`config.mk`:
```
export PLATFORM = sky130hd
export DESIGN_NAME = sha512_front
export DESIGN_NICKNAME = d
export VERILOG_FILES = /design/src/hw/rtl/sha512_pkg.sv /design/src/hw/rtl/sha512_front.sv
export SDC_FILE = /design/constraint.sdc
export NUM_CORES = 1
export LEC_CHECK = 0
export BUFFER_PORTS_ARGS = -buffer_cell sky130_fd_sc_hd__buf_2
export CAP_MARGIN = 10
export CORE_ASPECT_RATIO = 1.4
export CORE_MARGIN = 2
export CORE_UTILIZATION = 51
export CTS_BUF_LIST = sky130_fd_sc_hd__clkbuf_16
export CTS_CLUSTER_DIAMETER = 120
export DETAILED_ROUTE_END_ITERATION = 12
export GPL_TIMING_DRIVEN = 0
export PLACE_DENSITY = 0.75
export REMOVE_ABC_BUFFERS = 1
export SYNTH_ARGS = -nofsm -noshare
export SYNTH_HDL_FRONTEND = slang
export SYNTH_SLANG_ARGS = --single-unit
export TNS_END_PERCENT = 30
```
`constraint.sdc`:
```
create_clock -name clock -period 2.7 [get_ports clock]
set_input_delay 0.54 -clock clock [delete_from_list [all_inputs] [get_ports clock]]
set_output_delay 0.54 -clock clock [all_outputs]
set_load 0.02 [all_outputs]
```
`src/hw/rtl/sha512_pkg.sv`:
```
// ----------------------------------------------------------------------------
// SHA-512 block hash package
// Payload types, round constants, initial hash values and a rotate function.
// ----------------------------------------------------------------------------
package sha512_pkg;

   typedef struct packed {
      logic [63:0] msg_word;
      logic        starts_message;
      logic        ends_message;
   } req_type;

   typedef struct packed {
      logic [63:0] digest_word;
      logic [2:0]  digest_index;
      logic        is_final;
   } rsp_type;

   // One queued word, already classified by the front end.
   typedef struct packed {
      logic [63:0] word;
      logic [3:0]  slot;
      logic        restart;
      logic        compress;
      logic        emit;
   } fwd_type;

   localparam int QueueDepth = 4;
   localparam int Rounds     = 80;

   function automatic logic [63:0] init_hash(input logic [2:0] i);
      logic [63:0] r;
      unique case (i)
         3'd0: r = 64'h6a09e667f3bcc908;
         3'd1: r = 64'hbb67ae8584caa73b;
         3'd2: r = 64'h3c6ef372fe94f82b;
         3'd3: r = 64'ha54ff53a5f1d36f1;
         3'd4: r = 64'h510e527fade682d1;
         3'd5: r = 64'h9b05688c2b3e6c1f;
         3'd6: r = 64'h1f83d9abfb41bd6b;
         default: r = 64'h5be0cd19137e2179;
      endcase
      return r;
   endfunction

   localparam logic [63:0] RoundK [Rounds] = '{
      64'h428a2f98d728ae22, 64'h7137449123ef65cd, 64'hb5c0fbcfec4d3b2f, 64'he9b5dba58189dbbc,
      64'h3956c25bf348b538, 64'h59f111f1b605d019, 64'h923f82a4af194f9b, 64'hab1c5ed5da6d8118,
      64'hd807aa98a3030242, 64'h12835b0145706fbe, 64'h243185be4ee4b28c, 64'h550c7dc3d5ffb4e2,
      64'h72be5d74f27b896f, 64'h80deb1fe3b1696b1, 64'h9bdc06a725c71235, 64'hc19bf174cf692694,
      64'he49b69c19ef14ad2, 64'hefbe4786384f25e3, 64'h0fc19dc68b8cd5b5, 64'h240ca1cc77ac9c65,
      64'h2de92c6f592b0275, 64'h4a7484aa6ea6e483, 64'h5cb0a9dcbd41fbd4, 64'h76f988da831153b5,
      64'h983e5152ee66dfab, 64'ha831c66d2db43210, 64'hb00327c898fb213f, 64'hbf597fc7beef0ee4,
      64'hc6e00bf33da88fc2, 64'hd5a79147930aa725, 64'h06ca6351e003826f, 64'h142929670a0e6e70,
      64'h27b70a8546d22ffc, 64'h2e1b21385c26c926, 64'h4d2c6dfc5ac42aed, 64'h53380d139d95b3df,
      64'h650a73548baf63de, 64'h766a0abb3c77b2a8, 64'h81c2c92e47edaee6, 64'h92722c851482353b,
      64'ha2bfe8a14cf10364, 64'ha81a664bbc423001, 64'hc24b8b70d0f89791, 64'hc76c51a30654be30,
      64'hd192e819d6ef5218, 64'hd69906245565a910, 64'hf40e35855771202a, 64'h106aa07032bbd1b8,
      64'h19a4c116b8d2d0c8, 64'h1e376c085141ab53, 64'h2748774cdf8eeb99, 64'h34b0bcb5e19b48a8,
      64'h391c0cb3c5c95a63, 64'h4ed8aa4ae3418acb, 64'h5b9cca4f7763e373, 64'h682e6ff3d6b2b8a3,
      64'h748f82ee5defb2fc, 64'h78a5636f43172f60, 64'h84c87814a1f0ab72, 64'h8cc702081a6439ec,
      64'h90befffa23631e28, 64'ha4506cebde82bde9, 64'hbef9a3f7b2c67915, 64'hc67178f2e372532b,
      64'hca273eceea26619c, 64'hd186b8c721c0c207, 64'heada7dd6cde0eb1e, 64'hf57d4f7fee6ed178,
      64'h06f067aa72176fba, 64'h0a637dc5a2c898a6, 64'h113f9804bef90dae, 64'h1b710b35131c471b,
      64'h28db77f523047d84, 64'h32caab7b40c72493, 64'h3c9ebe0a15c9bebc, 64'h431d67c49c100d4c,
      64'h4cc5d4becb3e42b6, 64'h597f299cfc657e2a, 64'h5fcb6fab3ad6faec, 64'h6c44198c4a475817
   };

   function automatic logic [63:0] rotr(input logic [63:0] v, input int r);
      return (v >> r) | (v << (64 - r));
   endfunction

endpackage

```
`src/hw/rtl/sha512_front.sv`:
```
// ----------------------------------------------------------------------------
// SHA-512 front end
// Tracks block alignment, classifies each word and queues it for the core.
// ----------------------------------------------------------------------------
module sha512_front (
   input  logic                clock,
   input  logic                reset,
   input  logic                req_valid,
   output logic                req_stall,
   input  sha512_pkg::req_type req_data,
   output logic                fwd_valid,
   input  logic                fwd_take,
   output sha512_pkg::fwd_type fwd_data
);
   import sha512_pkg::*;

   localparam int PtrW = $clog2(QueueDepth);

   fwd_type          queue_ff [QueueDepth];
   logic [PtrW-1:0]  wr_ptr_ff, wr_ptr_in, rd_ptr_ff, rd_ptr_in;
   logic [PtrW:0]    count_ff, count_in;
   logic [3:0]       word_count_ff, word_count_in;
   logic [3:0]       slot;
   logic             push, pop;
   fwd_type          entry;

   assign req_stall = (count_ff == (PtrW+1)'(QueueDepth));
   assign push      = req_valid && !req_stall;
   assign pop       = fwd_take && (count_ff != '0);
   assign fwd_valid = (count_ff != '0);
   assign fwd_data  = queue_ff[rd_ptr_ff];

   always_comb begin
      slot           = req_data.starts_message ? 4'd0 : word_count_ff;
      entry.word     = req_data.msg_word;
      entry.slot     = slot;
      entry.restart  = req_data.starts_message;
      entry.compress = (slot == 4'd15);
      entry.emit     = (slot == 4'd15) && req_data.ends_message;
      word_count_in  = push ? slot + 4'd1 : word_count_ff;
      wr_ptr_in      = push ? wr_ptr_ff + 1'b1 : wr_ptr_ff;
      rd_ptr_in      = pop ? rd_ptr_ff + 1'b1 : rd_ptr_ff;
      count_in       = count_ff + (PtrW+1)'(push) - (PtrW+1)'(pop);
   end

   always_ff @(posedge clock) begin
      if (push) begin
         queue_ff[wr_ptr_ff] <= entry;
      end
      if (reset) begin
         word_count_ff <= '0;
         wr_ptr_ff     <= '0;
         rd_ptr_ff     <= '0;
         count_ff      <= '0;
      end else begin
         word_count_ff <= word_count_in;
         wr_ptr_ff     <= wr_ptr_in;
         rd_ptr_ff     <= rd_ptr_in;
         count_ff      <= count_in;
      end
   end

endmodule

```
# After elaboration in Yosys (flattened, before gate mapping)
# Memory sizes are Yosys's and may differ from the RTL's. A register that Yosys moved wholly into a read port is not among the register bits.
# Cells that the tools add are included.
# op_classes
addsub	5
n_eq_ne	2
mux	5
reduce_logical	5
# ops
op	count
$add 2x1->2 const B	2
$add 4x1->4 const B	1
$eq 4x4->1 const B	1
$mux 2	2
$mux 4	1
$add 3x1->3	1
$eq 3x3->1 const B	1
$logic_and 1x1->1	3
$reduce_bool 3->1	1
$sub 3x1->3	1
$mux 1	2
$logic_not 1->1	1
# totals
register_bits	11
ramBits	284
inputBits	70
out_inout_bits	73
word_cells	22
n_memories	1
# memory_table
name	depth	word_bits	read_ports	rd_ports_with_merged_regs	wr	line	source
queue_ff	4	71	1	1	1	sha512_front.sv:19	fwd_type queue_ff [QueueDepth];

# Longest topological paths before layout
# Gate-level depths: netlist of run 1.
# logic_depth
depth_word	5
mapped_depth	9
mapped_depth_nobuf	8

# Worst setup path before layout of run 1
# OpenSTA, ideal clock, no wires.
# synth_timing
path_kind	input to register
from	input req_valid
to	memory queue_ff[1][0] in the netlist's numbering (enable)
setup_time_ns	0.437
arrival_ns	2.538
t_required_ns	2.263
setup_slack_ns	-0.276
stages	2
path_buffers	1
cell_sequence	clkbuf_1 > and3_1
# synth_via
elab_chain_len	3
# synth_rtl
element	line	source
start: declaration	sha512_front.sv:8	input logic req_valid,
$logic_and 1x1->1	sha512_front.sv:28	assign push = req_valid && !req_stall;
$mux 1	sha512_front.sv:47	if (push) begin
$mux 1 (not written as such)	sha512_front.sv:48	queue_ff[wr_ptr_ff] <= entry;
end: declaration	sha512_front.sv:19	
# No other way between the ends.

==> results of run 1 <==
[metal layers]
| layer | global-route usage [%] | vias to the layer above | part of all wire (%) |
|---|---|---|---|
| li1 | - | 2234 | - |
| met1 | 20.9 | 2680 | 38 |
| met2 | 32.3 | 122 | 55 |
| met3 | 3.02 | 42 | 4.2 |
| met4 | 5.59 | 4 | 2.5 |
| met5 | 0 | - | 0.095 |
[repair_timing]
item / 4_1_cts / 5_1_grt
setup endpoints to repair: 51 / 7
buffers inserted: 3 / 1
cloned: 0 / 0
[worst register-to-register path, cell delays in order (launching register included)]
cell,delay (ns)
dfxtp_1,0.40
or3b_1,0.54
nand2_1,0.14
ha_1,0.24
inv_1,0.06
ha_1,0.15
fa_1,0.41
nor2b_1,0.14
[placed cells by master, fill, tap and decap left out, types with 2 or more instances in the layout]
| cell | n |
|---|---|
| buf_16 | 7 |
| nand2_1 | 3 |
| buf_12 | 2 |
| a21oi_1 | 4 |
| buf_2 | 142 |
| clkinv_2 | 7 |
| bufinv_16 | 4 |
| nor2_1 | 6 |
| dfxtp_4 | 2 |
| clkinv_1 | 6 |
| edfxtp_1 | 284 |
| and3_4 | 4 |
| ha_1 | 7 |
| o21ai_0 | 4 |
| xnor2_1 | 3 |
| inv_1 | 9 |
| nor2b_1 | 6 |
| o31a_1 | 2 |
| dfxtp_1 | 11 |
| mux4_2 | 71 |
| nand3_1 | 4 |
| clkbuf_16 | 27 |
[flip-flops by register name, summed over array words and instances, names as in the netlist, named ones only]
register	count
queue_ff	284
word_count_ff	4
count_ff	3
rd_ptr_ff	2
wr_ptr_ff	2
[area by class of cell]
class | count | area share, %
flip-flops and latches | 297 | 67.7
inverters | 8 | 0.231
multi-input cells | 127 | 15.5
repair buffers | 152 | 7.32
clock buffers | 27 | 5.20
clock inverters | 21 | 1.55
well taps | 260 | 2.50
[synth_stat cells (4+ instances only)]
cell and number:
clkbuf_1 11, nand3_1 4, nor2_1 6, edfxtp_1 284
inv_1 7, buf_2 8, o21ai_0 4, nor2b_1 6
mux4_2 71, a21oi_1 4, ha_1 7, and3_1 5
dfxtp_1 13
[cell families (layout without fill, tap and decap cells)]
family          count (synthesis)  in the layout
fa+ha+maj                       8              8
simple gates                   30             30
mux                            71             71
buf+inv                        27            208
xor+xnor                        4              4
compound gates                 14             14
flops                         297            297
[final timing paths]
kind                          from                to  slack (ns)
setup / recovery              flop      fwd_data[45]        0.19
hold / removal        req_data[21]   queue_ff[3][26]        0.24
setup reg to reg       count_ff[2]       count_ff[1]        0.52
hold reg to reg   word_count_ff[1]  word_count_ff[1]        0.53
[metrics by stage]
step | area (um2) | hold WS, ns | TNS [ns] | setup WS, ns
finish | 13000 | 0.236 | 0 | 0.190
global route | 13000 | 0.217 | 0 | 0.107
CTS | 13000 | 0.208 | 0 | 0.00995
detailed placement | 12000 | 0.508 | 0 | 0.154
global placement | 11900 | 0.469 | -605.48 | -2.90
floorplan | 10800 | 0.457 | -153.75 | -1.57
[power by group]
group          switching (uW)  internal (uW)  total (uW)  leakage (uW)
clock network            1570           2200        3770      0.000441
registers                 146           5510        5660       0.00272
logic                    1680           1310        2990       0.00122
==> metrics.txt, run 1 <==
post-cts sizing count=0; ys flop type=edfxtp_1; Rows=63; H-tree depth=1; fin. max-slew vios=0; Placed Cells=840; Die W=128 um; period utilisation layout=93.0%; unrepaired setup endpoints after global routing=false; XOR/XNOR share of the synthesized area=0.322%; Via-to-Cell Ratio=5.70; post-synthesis mux area share=14.7%; drt first-iter violations=304; Hold Violations, Final=0; count of cell types in the netlist=29; share of cells above drive strength 1=between 40% and 50%; power per cell area=around 960 mW/mm2; Finished Layout Cells=just under 900; Crit Path Max Fanout=41; CP bufs+invs=2; # diodes=0; Synth Area in Compound Gates=0.827%; vias in the first global route=5490; Synth Area in Simple Gates=around 1.5%; root buffer cell=clkbuf_16; num ports=between 100 and 150; drt wl/cell=around 22 um; final design utilization=between 60 and 70%; clk slew on worst S/H paths=about 0.060 ns; Max IR drop VDD=0.813 mV; fmax=0.398 GHz; maxcap violations=0; first-pass GRT wire length=30000 um; worst hold path depth=1; critical path depth=3; CTS Buf Count=27; Reg area=0.00880 mm2; Post-CTS Hold Buffers=0; Crit path largest cell delay=~0.58 ns; CP required=2.16 ns; GRT Util Overall=17.5%; initial antenna violation count=2; multi-input logic area=0.00202 mm2; largest net degree at the start of global routing=46; Detail Route Antenna Nets=0; Setup CP Type=reg2out; TritonCTS clock tree=done; slowest CP cell=mux4_2; Mean Syn Cell Area=about 24 um2; die area=0.0226 mm2; CP Capture Type=output pin; Worst Path Arrival=approximately 2 ns; effective utilization at floorplan=51.8%; most area-hungry cell type in the Yosys netlist=edfxtp_1; Clock Path Buffers=3; worst skew pair latency=0.52 ns; DR pass1 iterations=4; Sink Count=a little under 300; Post-route DRC=0; EDFF count, synth=between 200 and 300; # port buffers=142; area grow syn2layout=19.3%; Synth Register Bits=297; fin crit period=2.51 ns; Die Span Y=177 um; hpwl dp=11500 um; total power=12400 uW; Critical Path Start Type=flop; FFs w/ async S/R, synth=0%; clk_skew=around 0.0048 ns; leak pwr=0.00438 uW; core area=about 0.021 mm2; Worst Tran Pin Value=around 0.5 ns; Gate Count Post-Synth=451; status=finished, final reports clean; Seq/Total Area, Yosys=80.7%; top-area cell type share of the netlist area=78.3%; routability cong.=around 0.8; Crit path max-delay family=multiplexers; # nets final=between 600 and 700; DR vias=5082; main combinational cell family by area after synthesis=multiplexers; hold crit path type=in2reg; Rel. slew slack=67.0%; CP cell instances=buf_16 > mux4_2 > buf_2; Mapped Area=0.0109 mm2; fill cell count=1433; Yosys warning count=0; total grt overflow=0; WL final=19900 um; top cells by area in the synthesized netlist=edfxtp_1 78%, mux4_2 15%, dfxtp_1 2.4%; Post-Synth Adder-Cell Area=0.987%; # setup viols final=0; Worst R2R Path Depth=7
No activity file was read; power rests on OpenSTA's default activity.
==> run 2, diff against run 1 <==
--- a/config.mk
+++ b/config.mk
@@ -5,16 +5,18 @@
 export SDC_FILE = /design/constraint.sdc
 export NUM_CORES = 1
 export LEC_CHECK = 0
-export BUFFER_PORTS_ARGS = -buffer_cell sky130_fd_sc_hd__buf_2
+export BUFFER_PORTS_ARGS = -buffer_cell sky130_fd_sc_hd__clkbuf_2
 export CAP_MARGIN = 10
 export CORE_ASPECT_RATIO = 1.4
 export CORE_MARGIN = 2
 export CORE_UTILIZATION = 51
 export CTS_BUF_LIST = sky130_fd_sc_hd__clkbuf_16
 export CTS_CLUSTER_DIAMETER = 120
+export CTS_CLUSTER_SIZE = 10
 export DETAILED_ROUTE_END_ITERATION = 12
 export GPL_TIMING_DRIVEN = 0
 export PLACE_DENSITY = 0.75
+export RECOVER_POWER = 50
 export REMOVE_ABC_BUFFERS = 1
 export SYNTH_ARGS = -nofsm -noshare
 export SYNTH_HDL_FRONTEND = slang
==> metrics.txt, run 2 (synthesized netlist as in run 1, its figures left out) <==
period utilisation layout=94.4% (was 93.0%); Reg power frac=44.9% (was 45.6%); clock power share=31.8% (was 30.4%); hold crit path type=in2reg (unchanged); num ports=143 (unchanged); core area=0.0210 mm2 (unchanged); Largest Register=queue_ff (unchanged); Crit path max-delay family=flip-flops (was multiplexers); Crit path largest cell delay=0.67 ns (was 0.58 ns); Sw Share=27.2% (was 27.4%); Rel. slew slack=45.2% (was 67.0%); area grow syn2layout=19.1% (was 19.3%); CP Capture Type=output pin (unchanged); # nets final=699 (was 691); post-cts sizing count=0 (unchanged); Die Span Y=177 um (unchanged); Setup CP Type=reg2out (unchanged); drt first-iter violations=349 (was 304); Critical Path Start Type=flop (unchanged); leak pwr=0.00430 uW (was 0.00438 uW); Area after DPL=0.0120 mm2 (unchanged); fmax=0.392 GHz (was 0.398 GHz); design area=0.0130 mm2 (about the same); Reg area=0.00880 mm2 (unchanged); multi-input logic area=0.00200 mm2 (was 0.00202 mm2); Sink Count=297 (unchanged); routability cong.=0.761 (was 0.782); hpwl dp=11700 um (was 11500 um); commonest non-fill, non-tap cell in the layout=edfxtp_1 (unchanged); final design utilization=61.7% (was 61.8%); total grt overflow=0 (unchanged); most frequent cells in the layout=284 x edfxtp_1, 77 x clkbuf_2, 71 x mux4_2 (was 284 x edfxtp_1, 142 x buf_2, 71 x mux4_2); Max IR drop VDD=0.982 mV (was 0.813 mV); DR vias=5032 (was 5082); vias in the first global route=5582 (was 5490); fin crit period=2.55 ns (was 2.51 ns); total power=12700 uW (was 12400 uW); DR pass1 iterations=4 (unchanged); Net Switching=3440 uW (was 3400 uW); GRT Util Overall=17.9% (was 17.5%); number of flip-flops in the largest register=284 (unchanged); first-pass GRT wire length=30500 um (was 30000 um); internal power=9210 uW (was 9020 uW); # diodes=0 (unchanged); slowest CP cell=dfxtp_4 (was mux4_2); fin. max-slew vios=0 (unchanged); H-tree depth=2 (was 1); Worst Tran Pin Value=0.822 ns (was 0.495 ns); # port buffers=142 (unchanged); largest net degree at the start of global routing=47 (was 46); root buffer cell=clkbuf_16 (unchanged); Worst Path Arrival=2.01 ns (was 1.97 ns); effective utilization at floorplan=51.8% (unchanged); # setup viols final=0 (unchanged); power share of the combinational group=23.4% (was 24.1%); Detail Route Antenna Nets=0 (unchanged); Hold Violations, Final=0 (unchanged); worst skew pair latency=0.49 ns (was 0.52 ns); unrepaired setup endpoints after global routing=false (unchanged); fill cell count=1502 (was 1433); maxcap violations=0 (unchanged); share of cells above drive strength 1=31.9% (was 42.7%); die area=0.0226 mm2 (unchanged); Clock Path Buffers=3 (unchanged); clk_skew=0.0114 ns (was 0.00478 ns); CP required=2.16 ns (about the same); power per cell area=975 mW/mm2 (was 955 mW/mm2); Die W=128 um (unchanged); Rows=63 (unchanged); Via-to-Cell Ratio=5.63 (was 5.70); WL final=19900 um (about the same); clk slew on worst S/H paths=0.05 ns (was 0.06 ns); Crit Path Max Fanout=41 (unchanged); CTS Buf Count=35 (was 27); Post-route DRC=0 (unchanged); drt wl/cell=22.3 um (about the same); TritonCTS clock tree=done (unchanged); initial antenna violation count=0 (was 2); CP cell instances=buf_16 > mux4_2 > clkbuf_2 (was buf_16 > mux4_2 > buf_2); status=finished, final reports clean (unchanged); CP bufs+invs=2 (unchanged); Regs by FF count=queue_ff: 284 flops, word_count_ff: 4 flops, count_ff: 3 flops (unchanged)
-- run 2: power groups by stage --
stage / logic (uW) / registers (uW) / clock network (uW)
3_3_place_gp: 2530 / 6050 / 0
2_1_floorplan: 1820 / 5940 / 0
3_5_place_dp: 2840 / 5880 / 0
4_1_cts: 3050 / 5680 / 4130
6_report: 2950 / 5680 / 4020
5_1_grt: 3170 / 5710 / 4310
-- run 2: per-stage QoR --
step	std cells	setup WS [ns]	hold slack [ns]	TNS (ns)
floorplan	432	-1.57	0.457	-153.75
global placement	834	-2.88	0.470	-600.87
detailed placement	840	0.189	0.496	0
CTS	894	0.0996	0.249	0
global route	894	0.0545	0.301	0
finish	894	0.151	0.308	0
-- run 2: layer usage --
layer | routed length (um) | share of wire (%) | track usage [%] | up-vias
li1 | - | - | - | 2240
met1 | 7420 | 37 | 21.3 | 2638
met2 | 11000 | 55 | 32.4 | 122
met3 | 1080 | 5.4 | 4.23 | 32
met4 | 421 | 2.1 | 5.59 | 0
met5 | 0 | 0 | 0 | -
-- run 2: path summary, 6_finish.rpt --
path / start / slack (ns) / cells past startpoint / to
hold reg to reg: word_count_ff[1] / 0.50 / 2 / word_count_ff[1]
setup reg to reg: count_ff[1] / 0.49 / 3 / queue_ff[2][53]
hold / removal: req_data[59] / 0.31 / 1 / queue_ff[3][64]
setup / recovery: flop / 0.15 / 3 / fwd_data[14]
-- run 2: layout make-up --
| class | count | area share (%) |
|---|---|---|
| clock buffers | 37 | 7.13 |
| clock inverters | 13 | 0.386 |
| inverters | 8 | 0.231 |
| multi-input cells | 127 | 15.4 |
| flip-flops and latches | 297 | 67.8 |
| well taps | 260 | 2.51 |
| repair buffers | 152 | 6.55 |
-- run 2: worst reg2reg max path: stages, from the launching register on --
cell and delay (ns):
dfxtp_1 0.41, or3b_1 0.31, and3_2 0.78, buf_16 0.33
-- run 2: what timing repair did --
item	4_1_cts	5_1_grt
endpoints found under the hold margin	0	0
hold buffers	0	0
endpoints found under the setup margin	41	0
buffers inserted	4	0
==> run 3, diff against run 2 <==
--- a/config.mk
+++ b/config.mk
@@ -9,13 +9,13 @@
 export CAP_MARGIN = 10
 export CORE_ASPECT_RATIO = 1.4
 export CORE_MARGIN = 2
-export CORE_UTILIZATION = 51
+export CORE_UTILIZATION = 57
 export CTS_BUF_LIST = sky130_fd_sc_hd__clkbuf_16
 export CTS_CLUSTER_DIAMETER = 120
 export CTS_CLUSTER_SIZE = 10
 export DETAILED_ROUTE_END_ITERATION = 12
 export GPL_TIMING_DRIVEN = 0
-export PLACE_DENSITY = 0.75
+export PLACE_DENSITY = 0.79
 export RECOVER_POWER = 50
 export REMOVE_ABC_BUFFERS = 1
 export SYNTH_ARGS = -nofsm -noshare
==> constraint.sdc (replaced) <==
create_clock -name clock -period 2.75 [get_ports clock]
set_input_delay 0.55 -clock clock [delete_from_list [all_inputs] [get_ports clock]]
set_output_delay 0.55 -clock clock [all_outputs]
set_load 0.02 [all_outputs]
==> metrics.txt, run 3 (synthesized netlist as in run 1, its figures left out) <==
drt wl/cell=22.3 um (about the same); Die Span Y=168 um (was 177 um); clk slew on worst S/H paths=0.05 ns (about the same); DR pass1 iterations=4 (unchanged); fmax=0.386 GHz; first-pass GRT wire length=30400 um (was 30500 um); initial antenna violation count=1 (was 0); CTS Buf Count=35 (unchanged); final design utilization=69.3% (was 61.7%); most frequent cells in the layout=284 x edfxtp_1, 77 x clkbuf_2, 71 x mux4_2 (unchanged); commonest non-fill, non-tap cell in the layout=edfxtp_1 (unchanged); fill cell count=1163 (was 1502); share of cells above drive strength 1=31.6% (was 31.9%); Clock Path Buffers=3 (unchanged); hold crit path type=in2reg (unchanged); fin crit period=between 2 and 3 ns; number of flip-flops in the largest register=284 (unchanged); # port buffers=142 (unchanged); unrepaired setup endpoints after global routing=false (unchanged); # setup viols final=0 (unchanged); maxcap violations=0 (unchanged); TritonCTS clock tree=done (unchanged); routability cong.=0.751 (was 0.761); root buffer cell=clkbuf_16 (unchanged); Sink Count=297 (unchanged); CP Capture Type=output pin (unchanged); CP required=2.20 ns (was 2.16 ns); Rows=59 (was 63); Die W=121 um (was 128 um); DR vias=4976 (was 5032); drt first-iter violations=293 (was 349); worst setup margin=0.158 ns (was 0.151 ns); Rel. slew slack=50.6% (was 45.2%); worst skew pair latency=0.49 ns (about the same); Worst Path Arrival=2.04 ns (was 2.01 ns); Setup CP Type=reg2out (unchanged); fin. max-slew vios=0 (unchanged); core area=0.0187 mm2 (was 0.0210 mm2); hpwl dp=11900 um (was 11700 um); Reg area=0.00880 mm2 (unchanged); H-tree depth=2 (unchanged); Regs by FF count=queue_ff: 284 flops, word_count_ff: 4 flops, count_ff: 3 flops (unchanged); effective utilization at floorplan=58.3% (was 51.8%); Worst Tran Pin Value=0.741 ns (was 0.822 ns); period utilisation layout=94.2%; area grow syn2layout=18.7% (was 19.1%); Critical Path Start Type=flop (unchanged); GRT Util Overall=20.2% (was 17.9%); vias in the first global route=5491 (was 5582); Hold Violations, Final=0 (unchanged); Largest Register=queue_ff (unchanged); Post-route DRC=0 (unchanged); largest net degree at the start of global routing=47 (unchanged); WL final=19500 um (was 19900 um); die area=0.0203 mm2 (was 0.0226 mm2); Crit Path Max Fanout=27 (was 41); power per cell area=953 mW/mm2 (was 975 mW/mm2); Detail Route Antenna Nets=0 (unchanged); clk_skew=0.0172 ns (was 0.0114 ns); status=finished, final reports clean (unchanged); num ports=143 (unchanged); leak pwr=0.00428 uW (was 0.00430 uW); total grt overflow=0 (unchanged); multi-input logic area=0.00201 mm2 (was 0.00200 mm2); # nets final=697 (was 699); Max IR drop VDD=0.663 mV (was 0.982 mV); post-cts sizing count=0 (unchanged); Via-to-Cell Ratio=5.68 (was 5.63); worst slack at placement=0.474 ns (was 0.189 ns); # diodes=0 (unchanged)
## run 3: final cells by class
| class | instances | share of cell area (%) |
|---|---|---|
| clock buffers | 37 | 7.16 |
| inverters | 8 | 0.232 |
| flip-flops and latches | 297 | 68.0 |
| clock inverters | 13 | 0.387 |
| multi-input cells | 127 | 15.5 |
| well taps | 244 | 2.36 |
| repair buffers | 150 | 6.36 |
## run 3: final timing paths
check                from         endpoint  slack [ns]  cells after the start
max reg2reg   count_ff[1]  queue_ff[3][66]        0.51                      3
min reg2reg  wr_ptr_ff[0]     wr_ptr_ff[0]        0.53                      2
min          req_data[27]  queue_ff[1][32]        0.32                      1
max                  flop     fwd_data[14]        0.16                      3
## run 3: stage by stage
step	std cells	cell area, um2	hold WS (ns)	total power (uW)	TNS, ns
2_1_floorplan	432	10800	0.457	7620	-136.71
3_3_place_gp	818	11800	0.472	8450	-581.88
3_5_place_dp	825	12000	0.518	8560	0
4_1_cts	876	13000	0.260	12500	0
5_1_grt	876	12900	0.314	12800	0
6_report	876	12900	0.318	12300	0
## run 3: where the power goes
group,internal [uW],switching (uW)
combinational,1220,1600
sequential,5420,190
clock,2370,1530
total,9010,3320
## run 3: worst max-delay path, stage by stage (launching register included)
cell	delay (ns)
dfxtp_4	0.51
buf_12	0.28
mux4_2	0.57
clkbuf_2	0.18
## run 3: routing by layer
metal / track usage [%] / up-vias / share of wire (%)
met1: 24.5 / 2577 / 37
met2: 36.2 / 132 / 56
li1: - / 2235 / -
met4: 5.76 / 0 / 1.7
met3: 4.39 / 32 / 5.1
met5: 0 / - / 0
## run 3: repair_timing
action	4_1_cts	5_1_grt
hold buffers	0	0
setup buffers	1	0
endpoints found under the setup margin	31	0
